$ cat src/rtl/buddy_block_allocator_macros.svh
// Assertion macros shared by the buddy allocator RTL.
`ifndef BUDDY_BLOCK_ALLOCATOR_MACROS_SVH
`define BUDDY_BLOCK_ALLOCATOR_MACROS_SVH

// same-cycle implication, reported on failure
`define BBA_ASSERT_NOW(lbl, ante, cons) \
  lbl: assert property (@(posedge clk) disable iff (rst) (ante) |-> (cons)) \
    else $error("buddy allocator check failed");

// next-cycle implication
`define BBA_ASSERT_NEXT(lbl, ante, cons) \
  lbl: assert property (@(posedge clk) disable iff (rst) (ante) |=> (cons)) \
    else $error("buddy allocator check failed");

`endif

$ cat src/rtl/bba_pkg.sv
// Types, constants and helpers for the buddy block allocator.
package bba_pkg;

  localparam int MIN_BLOCK    = 32;
  localparam int LEVELS       = 8;
  localparam int HEADER_BYTES = 8;

  localparam int MB_SH    = $clog2(MIN_BLOCK);
  localparam int LVL_W    = $clog2(LEVELS);
  localparam int BLK_W    = LEVELS - 1;
  localparam int NBLK     = 1 << (LEVELS - 1);
  localparam int DEP_W    = LEVELS;
  localparam int FS_AW    = LEVELS;
  localparam int FS_DEPTH = (1 << LEVELS) - 1;
  localparam int REQ_W    = 16;
  localparam int ADDR_W   = 12;
  localparam int NEED_W   = REQ_W + 1;
  localparam int POOL_BYTES = MIN_BLOCK << (LEVELS - 1);

  typedef enum logic {
    KIND_ALLOC = 1'b0,
    KIND_FREE  = 1'b1
  } kind_t;

  typedef enum logic [1:0] {
    ST_OK    = 2'd0,
    ST_FAIL  = 2'd1,
    ST_FREED = 2'd2
  } status_t;

  typedef enum logic [3:0] {
    S_IDLE,
    S_AL_CHECK,
    S_POP,
    S_POP_WAIT,
    S_POP_GOT,
    S_PUSH_HI,
    S_PUSH_LO,
    S_FR_CHECK,
    S_FR_LVL,
    S_MERGE,
    S_SCAN,
    S_SCAN_CMP,
    S_SHIFT_RD,
    S_SHIFT_WR,
    S_TAKEN,
    S_PUSH_FINAL
  } state_t;

  typedef struct packed {
    logic [ADDR_W-1:0] addr;
    status_t           status;
  } bba_res_t;

  // first stack entry of a level
  function automatic logic [FS_AW-1:0] lvl_base(input logic [LVL_W-1:0] l);
    lvl_base = (FS_AW'(1) << (LEVELS - 1 - int'(l))) - FS_AW'(1);
  endfunction

  function automatic logic [DEP_W-1:0] lvl_cap(input logic [LVL_W-1:0] l);
    lvl_cap = DEP_W'(1) << (LEVELS - 1 - int'(l));
  endfunction

endpackage

$ cat src/rtl/bba_ram.sv
// Generic single-write, single-read RAM with registered read data.
module bba_ram #(
  parameter int WIDTH = 8,
  parameter int DEPTH = 16
) (
  input  logic                     clk,
  input  logic                     we,
  input  logic [$clog2(DEPTH)-1:0] waddr,
  input  logic [WIDTH-1:0]         wdata,
  input  logic [$clog2(DEPTH)-1:0] raddr,
  output logic [WIDTH-1:0]         rdata
);

  logic [WIDTH-1:0] mem [DEPTH];

  always_ff @(posedge clk) begin
    if (we) begin
      mem[waddr] <= wdata;
    end
    rdata <= mem[raddr];
  end

endmodule

$ cat src/rtl/bba_engine.sv
// Sequencer and datapath: split, grant, buddy search and merge over the free stacks.
module bba_engine import bba_pkg::*; (
  input  logic              clk,
  input  logic              rst,
  input  logic              start,
  input  logic              kind,
  input  logic [REQ_W-1:0]  request_bytes,
  input  logic [ADDR_W-1:0] block_address,
  input  logic              res_ready,
  output logic              busy,
  output logic              res_valid,
  output bba_res_t          res
);

  localparam logic [LVL_W-1:0] TOP = LVL_W'(LEVELS - 1);

  state_t state, state_next;

  logic [REQ_W-1:0]  req_r;
  logic [ADDR_W-1:0] addr_r;
  logic [LVL_W-1:0]  lvl;
  logic [LVL_W-1:0]  f;
  logic [BLK_W-1:0]  blk;
  logic [DEP_W-1:0]  idx;
  logic [DEP_W-1:0]  depth [LEVELS];
  logic [BLK_W-1:0]  top_ent;
  logic [NBLK-1:0]   gvalid;

  logic              fs_we;
  logic [FS_AW-1:0]  fs_waddr;
  logic [BLK_W-1:0]  fs_wdata;
  logic [FS_AW-1:0]  fs_raddr;
  logic [BLK_W-1:0]  fs_rdata;
  logic              gl_we;
  logic [LVL_W-1:0]  gl_rdata;

  logic [NEED_W-1:0] need;
  logic [LVL_W-1:0]  need_lvl;
  logic              alloc_fail;
  logic [LVL_W-1:0]  f_sel;
  logic              f_found;
  logic [ADDR_W-1:0] off;
  logic [BLK_W-1:0]  fblk;
  logic              free_bad;
  logic [BLK_W-1:0]  bud;
  logic [DEP_W-1:0]  dl;
  logic [DEP_W-1:0]  df;

  bba_ram #(.WIDTH(BLK_W), .DEPTH(FS_DEPTH)) u_fs_ram (
    .clk(clk), .we(fs_we), .waddr(fs_waddr), .wdata(fs_wdata),
    .raddr(fs_raddr), .rdata(fs_rdata)
  );

  bba_ram #(.WIDTH(LVL_W), .DEPTH(NBLK)) u_gl_ram (
    .clk(clk), .we(gl_we), .waddr(blk), .wdata(lvl),
    .raddr(fblk), .rdata(gl_rdata)
  );

  assign dl  = depth[lvl];
  assign df  = depth[f];
  assign bud = blk ^ (BLK_W'(1) << lvl);

  // request sizing and level search
  always_comb begin
    need     = NEED_W'(req_r) + NEED_W'(HEADER_BYTES);
    need_lvl = '0;
    for (int l = 0; l < LEVELS - 1; l++) begin
      if (NEED_W'(MIN_BLOCK << l) < need) begin
        need_lvl = need_lvl + LVL_W'(1);
      end
    end
    alloc_fail = (req_r == '0) || (need > NEED_W'(POOL_BYTES));
    f_sel   = '0;
    f_found = 1'b0;
    for (int l = LEVELS - 1; l >= 0; l--) begin
      if (LVL_W'(l) >= need_lvl && depth[l] != '0) begin
        f_sel   = LVL_W'(l);
        f_found = 1'b1;
      end
    end
  end

  always_comb begin
    off      = addr_r - ADDR_W'(HEADER_BYTES);
    fblk     = BLK_W'(off >> MB_SH);
    free_bad = (addr_r < ADDR_W'(HEADER_BYTES)) || (off[MB_SH-1:0] != '0) ||
               ((off >> MB_SH) >= ADDR_W'(NBLK));
  end

  // next state
  always_comb begin
    state_next = state;
    unique case (state)
      S_IDLE:       if (start) state_next = (kind == KIND_FREE) ? S_FR_CHECK : S_AL_CHECK;
      S_AL_CHECK:   state_next = (alloc_fail || !f_found) ? S_IDLE : S_POP;
      S_POP:        state_next = (f == TOP) ? S_POP_GOT : S_POP_WAIT;
      S_POP_WAIT:   state_next = S_POP_GOT;
      S_POP_GOT:    state_next = (f > lvl) ? S_PUSH_HI : S_IDLE;
      S_PUSH_HI:    state_next = S_PUSH_LO;
      S_PUSH_LO:    state_next = S_POP;
      S_FR_CHECK:   state_next = (free_bad || !gvalid[fblk]) ? S_IDLE : S_FR_LVL;
      S_FR_LVL:     state_next = S_MERGE;
      S_MERGE:      state_next = (lvl == TOP) ? S_PUSH_FINAL : S_SCAN;
      S_SCAN:       state_next = (idx == dl) ? S_PUSH_FINAL : S_SCAN_CMP;
      S_SCAN_CMP: begin
        if (fs_rdata == bud) begin
          state_next = (idx + DEP_W'(1) < dl) ? S_SHIFT_RD : S_TAKEN;
        end else begin
          state_next = S_SCAN;
        end
      end
      S_SHIFT_RD:   state_next = S_SHIFT_WR;
      S_SHIFT_WR:   state_next = (idx + DEP_W'(2) < dl) ? S_SHIFT_RD : S_TAKEN;
      S_TAKEN:      state_next = S_MERGE;
      S_PUSH_FINAL: state_next = S_IDLE;
      default:      state_next = S_IDLE;
    endcase
    // result waits in the idle state until the output side takes it
    if (state == S_IDLE && res_valid) begin
      state_next = res_ready ? (start ? state_next : S_IDLE) : S_IDLE;
    end
  end

  // memory controls
  always_comb begin
    fs_we    = 1'b0;
    fs_waddr = '0;
    fs_wdata = '0;
    fs_raddr = '0;
    gl_we    = 1'b0;
    unique case (state)
      S_POP:      fs_raddr = lvl_base(f) + df - FS_AW'(1);
      S_SCAN:     fs_raddr = lvl_base(lvl) + idx;
      S_SHIFT_RD: fs_raddr = lvl_base(lvl) + idx + FS_AW'(1);
      S_SHIFT_WR: begin
        fs_we    = 1'b1;
        fs_waddr = lvl_base(lvl) + idx;
        fs_wdata = fs_rdata;
      end
      S_PUSH_HI: begin
        fs_we    = df < lvl_cap(f);
        fs_waddr = lvl_base(f) + df;
        fs_wdata = blk + (BLK_W'(1) << f);
      end
      S_PUSH_LO: begin
        fs_we    = df < lvl_cap(f);
        fs_waddr = lvl_base(f) + df;
        fs_wdata = blk;
      end
      S_PUSH_FINAL: begin
        fs_we    = (lvl != TOP) && (dl < lvl_cap(lvl));
        fs_waddr = lvl_base(lvl) + dl;
        fs_wdata = blk;
      end
      S_POP_GOT:  gl_we = (f == lvl);
      default: ;
    endcase
  end

  assign busy = (state != S_IDLE) || (res_valid && !res_ready);

  always_ff @(posedge clk) begin
    if (rst) begin
      state     <= S_IDLE;
      res_valid <= 1'b0;
      gvalid    <= '0;
      top_ent   <= '0;
      for (int l = 0; l < LEVELS; l++) begin
        depth[l] <= (l == LEVELS - 1) ? DEP_W'(1) : '0;
      end
    end else begin
      state <= state_next;
      if (res_valid && res_ready) begin
        res_valid <= 1'b0;
      end
      unique case (state)
        S_IDLE: begin
          if (start && !busy) begin
            req_r  <= request_bytes;
            addr_r <= block_address;
          end
        end
        S_AL_CHECK: begin
          lvl <= need_lvl;
          f   <= f_sel;
          if (alloc_fail || !f_found) begin
            res       <= '{addr: '0, status: ST_FAIL};
            res_valid <= 1'b1;
          end
        end
        S_POP: begin
          depth[f] <= df - DEP_W'(1);
          if (f == TOP) begin
            blk <= top_ent;
          end
        end
        S_POP_WAIT: blk <= fs_rdata;
        S_POP_GOT: begin
          if (f > lvl) begin
            f <= f - LVL_W'(1);
          end else begin
            gvalid[blk] <= 1'b1;
            res         <= '{addr: (ADDR_W'(blk) << MB_SH) + ADDR_W'(HEADER_BYTES),
                             status: ST_OK};
            res_valid   <= 1'b1;
          end
        end
        S_PUSH_HI, S_PUSH_LO: begin
          if (df < lvl_cap(f)) begin
            depth[f] <= df + DEP_W'(1);
          end
        end
        S_FR_CHECK: begin
          blk <= fblk;
          if (free_bad || !gvalid[fblk]) begin
            res       <= '{addr: '0, status: ST_FAIL};
            res_valid <= 1'b1;
          end else begin
            gvalid[fblk] <= 1'b0;
          end
        end
        S_FR_LVL:   lvl <= gl_rdata;
        S_MERGE:    idx <= '0;
        S_SCAN_CMP: if (fs_rdata != bud) idx <= idx + DEP_W'(1);
        S_SHIFT_WR: idx <= idx + DEP_W'(1);
        S_TAKEN: begin
          depth[lvl] <= dl - DEP_W'(1);
          if (bud < blk) begin
            blk <= bud;
          end
          lvl <= lvl + LVL_W'(1);
        end
        S_PUSH_FINAL: begin
          if (lvl == TOP) begin
            if (dl == '0) begin
              top_ent    <= blk;
              depth[lvl] <= DEP_W'(1);
            end
          end else if (dl < lvl_cap(lvl)) begin
            depth[lvl] <= dl + DEP_W'(1);
          end
          res       <= '{addr: '0, status: ST_FREED};
          res_valid <= 1'b1;
        end
        default: ;
      endcase
    end
  end

endmodule

$ cat src/rtl/buddy_block_allocator.sv
// Buddy block allocator top level: input handshake, result register, checks.
// Steps: an allocate splits the found block a level at a time, pushing both halves, down
// to the needed level, or grants it whole; a free scans the level's stack for the buddy,
// shifts later entries down over it and merges upward; a refused item fails at its check.
// Throughput: one item at a time; the next beat is taken once the result has left the engine.
// Reset (synchronous, active high): whole pool free as one top-level block.
`include "buddy_block_allocator_macros.svh"
module buddy_block_allocator import bba_pkg::*; (
  input  logic              clk,
  input  logic              rst,
  input  logic              in_valid,
  output logic              in_stall,
  input  logic              kind,
  input  logic [REQ_W-1:0]  request_bytes,
  input  logic [ADDR_W-1:0] block_address,
  output logic              out_valid,
  input  logic              out_stall,
  output logic [ADDR_W-1:0] granted_address,
  output logic [1:0]        status
);

  logic     busy;
  logic     res_valid;
  logic     res_ready;
  logic     start;
  bba_res_t res;
  bba_res_t out_r;

  assign in_stall  = busy;
  assign start     = in_valid && !busy;
  assign res_ready = !out_valid || !out_stall;

  bba_engine u_engine (
    .clk(clk), .rst(rst), .start(start), .kind(kind),
    .request_bytes(request_bytes), .block_address(block_address),
    .res_ready(res_ready), .busy(busy), .res_valid(res_valid), .res(res)
  );

  always_ff @(posedge clk) begin
    if (rst) begin
      out_valid <= 1'b0;
    end else if (res_ready) begin
      out_valid <= res_valid;
      if (res_valid) begin
        out_r <= res;
      end
    end
  end

  assign granted_address = out_r.addr;
  assign status          = out_r.status;

  `BBA_ASSERT_NEXT(a_busy_after_accept, start, in_stall)
  `BBA_ASSERT_NEXT(a_result_moves_out, res_valid && res_ready, out_valid)
  `BBA_ASSERT_NOW(a_freed_zero_addr, out_valid && status == ST_FREED, granted_address == '0)
  `BBA_ASSERT_NOW(a_fail_zero_addr, out_valid && status == ST_FAIL, granted_address == '0)

endmodule
$ cat config.mk
export PLATFORM = sky130hd
export DESIGN_NAME = buddy_block_allocator
export DESIGN_NICKNAME = d
export VERILOG_FILES = /design/src/rtl/bba_pkg.sv /design/src/rtl/bba_ram.sv /design/src/rtl/bba_engine.sv /design/src/rtl/buddy_block_allocator.sv
export VERILOG_INCLUDE_DIRS = /design/src /design/src/rtl
export SDC_FILE = /design/constraint.sdc
export NUM_CORES = 2
export LEC_CHECK = 0
export BUFFER_PORTS_ARGS = -buffer_cell sky130_fd_sc_hd__buf_2
export CAP_MARGIN = 20
export CORE_AREA = 2 2 447 671
export DETAILED_ROUTE_END_ITERATION = 8
export DIE_AREA = 0 0 449 673
export HOLD_SLACK_MARGIN = 0.06
export PLACE_DENSITY = 0.6
export SKIP_LAST_GASP = 1
export SYNTH_ARGS = -nofsm -noshare
export SYNTH_HDL_FRONTEND = slang
export SYNTH_SLANG_ARGS = --single-unit
$ cat constraint.sdc
create_clock -name clk -period 13.1 [get_ports clk]
set_input_delay 0.655 -clock clk [delete_from_list [all_inputs] [get_ports clk]]
set_output_delay 0.655 -clock clk [all_outputs]
set_load 0.02 [all_outputs]
==> flow_metrics.py <==
metrics = {
    "run_status": {
        "outcome": "finished clean",
    },
    "finish": {
        "fin_cells": 10600,
        "fin_nets": 6634,
        "register_area_sq_um": 72300,
        "synthToLayoutAreaGrowth_pct": 12.6,
        "fill_cells": 26900,
        "utilization_pct": 39.3,
        "final_area_sq_um": 116000,
        "drive_gt1_share_pct": 17.1,
        "multi_input_area_sq_um": 29500,
    },
    "logic_synthesis": {
        "synth_area_leader_cell": "edfxtp_1",
        "yosys_most_used_dff": "edfxtp_1",
        "ys_seq_elements": 2459,
        "synthCells": 6424,
        "synth_edf_count": 2302,
        "avgSynthCellArea_sq_um": 16.1,
        "yosysUniqueCellTypes": 86,
        "ys_seq_area_share_pct": 69.9,
        "ys_async_sr_fraction_pct": 0,
        "yosysTopAreaCellShare_pct": 66.9,
        "ys_warn_count": 0,
        "yosys-top-cells-area": "edfxtp_1 (67%), mux4_2 (11%), dfxtp_1 (3.0%), nor2_1 (2.7%), mux2i_1 (1.7%)",
        "syn-cell-area_sq_um": 103000,
    },
    "sta": {
        "finalSetupTns_ns": 0,
        "final.min_clock_period_ns": 7.70,
        "max_clock_freq_mhz": 130,
        "report.final.slew_viol_count": 0,
        "finalSetupViolCount": 0,
        "whs_ns": 0.342,
        "slew_headroom_pct": 19.0,
        "tightest_slew_ns": 1.21,
        "fin_ws_ns": 5.40,
        "period_share_pct": 58.8,
        "rsz0062_at_grt": "no",
        "finClkSkew_ns": 0.0801,
        "hold_viol_final": 0,
    },
    "global_routing": {
        "grt_pass1_vias": 60700,
        "track_usage_pct": 18.1,
        "grt.overflow.total": 0,
        "grt_pass1_wl_mm": 412,
        "grt_start_max_net_pins": 184,
        "antenna_found_initial": 1,
    },
    "pwr": {
        "leakagePower_nw": 36.6,
        "power_density_nw_per_um2": 188,
        "fin_total_pwr_mw": 21.9,
        "max-vdd-ir-drop_v": 0.000182,
    },
    "drt": {
        "vias": 59100,
        "wl_met1_mm": 103,
        "wl_mm": 282,
        "firstDrtPassIters": 6,
        "viasPerCell": 5.56,
        "drc": 0,
        "route.met2.wl_mm": 148,
        "drtAntennaViolNets": 0,
        "wl_met3_mm": 15.9,
        "maxUsedRoutingLayer": "met4",
        "drt_iter0_markers": 6303,
        "wl_per_cell_um": 26.5,
    },
    "worst_setup_path": {
        "startpoint_type": "register",
        "worstSetupStartpoint": "u_engine.lvl[0]",
        "required_ns": 13.90,
        "r2r_start": "u_engine.lvl[0]",
        "worstSetupPathType": "register to register",
        "crit_fanout": 109,
        "arrival_ns": 8.50,
        "critPathCaptureType": "register",
    },
    "placement": {
        "post-place-ws_ns": 5.52,
        "dpl.cell_count": 10200,
        "dpl_cell_area_sq_um": 108000,
        "gp_congestion": 0.899,
        "port_buffers": 44,
        "dp_hpwl_mm": 177,
    },
    "clock_tree": {
        "clock-sinks": 2459,
        "clock_tree.root_cell": "clkbuf_16",
        "ctsHoldBuffers": 29,
        "post-cts-setup-buffers": 0,
        "clk_pin_slew_worst_paths_ns": 0.06,
        "cts_tree": "yes",
        "cts_resized": 0,
        "htree_levels": 4,
        "insertion_delay_ns": 0.92,
        "cts_buffer_depth": 4,
        "cts_made_buffers": 233,
    },
    "floorplanning": {
        "dieArea_sq_um": 302000,
        "die_y_um": 673,
        "core.rowCount": 245,
        "core_sq_um": 296000,
        "ios": 49,
        "die_x_um": 449,
        "start_util_pct": 34.9,
    },
    "hold_path": {
        "hp-class": "input port to register",
        "hp-start": "in_valid",
    },
    "job": {
        "maxCapViolations": 0,
    },
}
## power by group
group	switching, mW	internal [mW]	leakage, nW	total [mW]
Clock	2.97	3.82	3.66	6.78
Combinational	3.84	2.24	10.6	6.08
Sequential	0.130	8.86	22.3	8.99
## final cells by class
cell class / instances / area share (%)
Sequential cell: 2459 / 62.1
Clock buffer: 286 / 5.29
Antenna cell: 1 / 0.00215
Inverter: 94 / 0.316
Timing Repair Buffer: 211 / 1.52
Multi-Input combinational cell: 3493 / 25.3
Clock inverter: 136 / 1.20
Tap cell: 3952 / 4.25
## cells in the mapped netlist (11+ instances only)
| library cell | number |
|---|---|
| a2111oi_0 | 11 |
| a211oi_1 | 42 |
| a21boi_0 | 13 |
| a21o_1 | 21 |
| a21oi_1 | 253 |
| a221oi_1 | 21 |
| a222oi_1 | 48 |
| a22o_1 | 12 |
| a22oi_1 | 31 |
| a311oi_1 | 19 |
| a31oi_1 | 43 |
| and2_1 | 15 |
| and3_1 | 51 |
| buf_1 | 40 |
| buf_2 | 105 |
| clkbuf_1 | 230 |
| dfxtp_1 | 157 |
| edfxtp_1 | 2302 |
| ha_1 | 104 |
| inv_1 | 90 |
| mux2_2 | 60 |
| mux2i_1 | 180 |
| mux4_2 | 496 |
| nand2_1 | 358 |
| nand2b_1 | 26 |
| nand3_1 | 155 |
| nand4_1 | 22 |
| nor2_1 | 757 |
| nor2b_1 | 35 |
| nor3_1 | 173 |
| nor4_1 | 25 |
| o2111ai_1 | 19 |
| o211ai_1 | 49 |
| o21a_1 | 20 |
| o21ai_0 | 103 |
| o21bai_1 | 11 |
| o22ai_1 | 61 |
| or3_1 | 15 |
| or4_1 | 13 |
| xnor2_1 | 67 |
| xor2_1 | 33 |
## metal layers
metal  up-vias  GRT usage, %
met5         -             0
met4         0          8.69
met3       635          2.35
met2      2284          32.9
met1     30600          21.2
li1      25500             -
## layout by cell type, fill, tap and decap left out, types with 21 or more instances in the layout
cell and instances:
edfxtp_1 2302, nor2_1 748, mux4_2 496, nand2_1 354, a21oi_1 253, clkbuf_16 236
mux2i_1 180, nor3_1 171, dfxtp_1 157, nand3_1 155, buf_4 125, ha_1 104
o21ai_0 100, inv_1 88, xnor2_1 64, o22ai_1 61, mux2_2 60, and3_1 51
o211ai_1 49, a222oi_1 48, a31oi_1 43, buf_2 43, a211oi_1 42, clkbuf_1 42
clkinv_1 40, clkinv_2 39, nor2b_1 35, a22oi_1 30, xor2_1 30, dlygate4sd3_1 29
nand2b_1 26, nor4_1 25, bufinv_16 24, nand4_1 22, a221oi_1 21
## critical path, cell delays in order (launching register included)
cell and delay, ns:
edfxtp_1 0.34, buf_4 0.50, ha_1 0.35, ha_1 0.33, inv_1 0.19, ha_1 0.41
fa_1 0.45, xnor2_1 0.45, nand3_1 0.13, mux2i_1 0.26, a21boi_0 0.43, o21ai_4 0.07
buf_4 0.30, nand2_4 0.68, buf_12 0.44, mux2i_1 0.33, mux2_2 0.40, o2111ai_1 0.22
nand4_1 0.51, a211oi_1 0.36
## kinds of logic (layout without fill, tap and decap cells)
group	after synthesis	in the layout	share of synthesized area, %
buffers and inverters	475	727	1.87
muxes	736	736	13.2
DFF	2459	2459	69.9
other	1	5	0.00363
and+or+nand+nor	1685	1685	7.19
adders and majority gates	109	109	1.36
xor gates and xnor gates	102	102	0.885
AOI/OAI and AO/OA	857	857	5.59
## path summary, 6_finish.rpt
check / to / depth (start not counted) / slack, ns
worst max-delay path: u_engine.u_fs_ram.rdata[0] / 19 / 5.40
worst max register to register: u_engine.u_fs_ram.rdata[0] / 19 / 5.40
worst min register to register: granted_address[7] / 0 / 0.42
worst min-delay path: u_engine.state[2] / 4 / 0.34
## sequential cells by signal (all words and copies together) (netlist names), named ones only
| register | cells |
|---|---|
| u_engine.lvl | 3 |
| u_engine.u_gl_ram.mem | 384 |
| u_engine.state | 4 |
| u_engine.blk | 7 |
| u_engine.req_r | 16 |
| u_engine.f | 3 |
| u_engine.gvalid | 128 |
| u_engine.idx | 8 |
| u_engine.u_gl_ram.rdata | 3 |
| u_engine.depth | 64 |
| u_engine.top_ent | 7 |
| granted_address | 8 |
| u_engine.res | 10 |
| u_engine.addr_r | 12 |
| u_engine.u_fs_ram.rdata | 7 |
| u_engine.res_valid | 1 |
| u_engine.u_fs_ram.mem | 1785 |
| out_valid | 1 |
| status | 2 |
No activity file was read; power rests on OpenSTA's default activity.
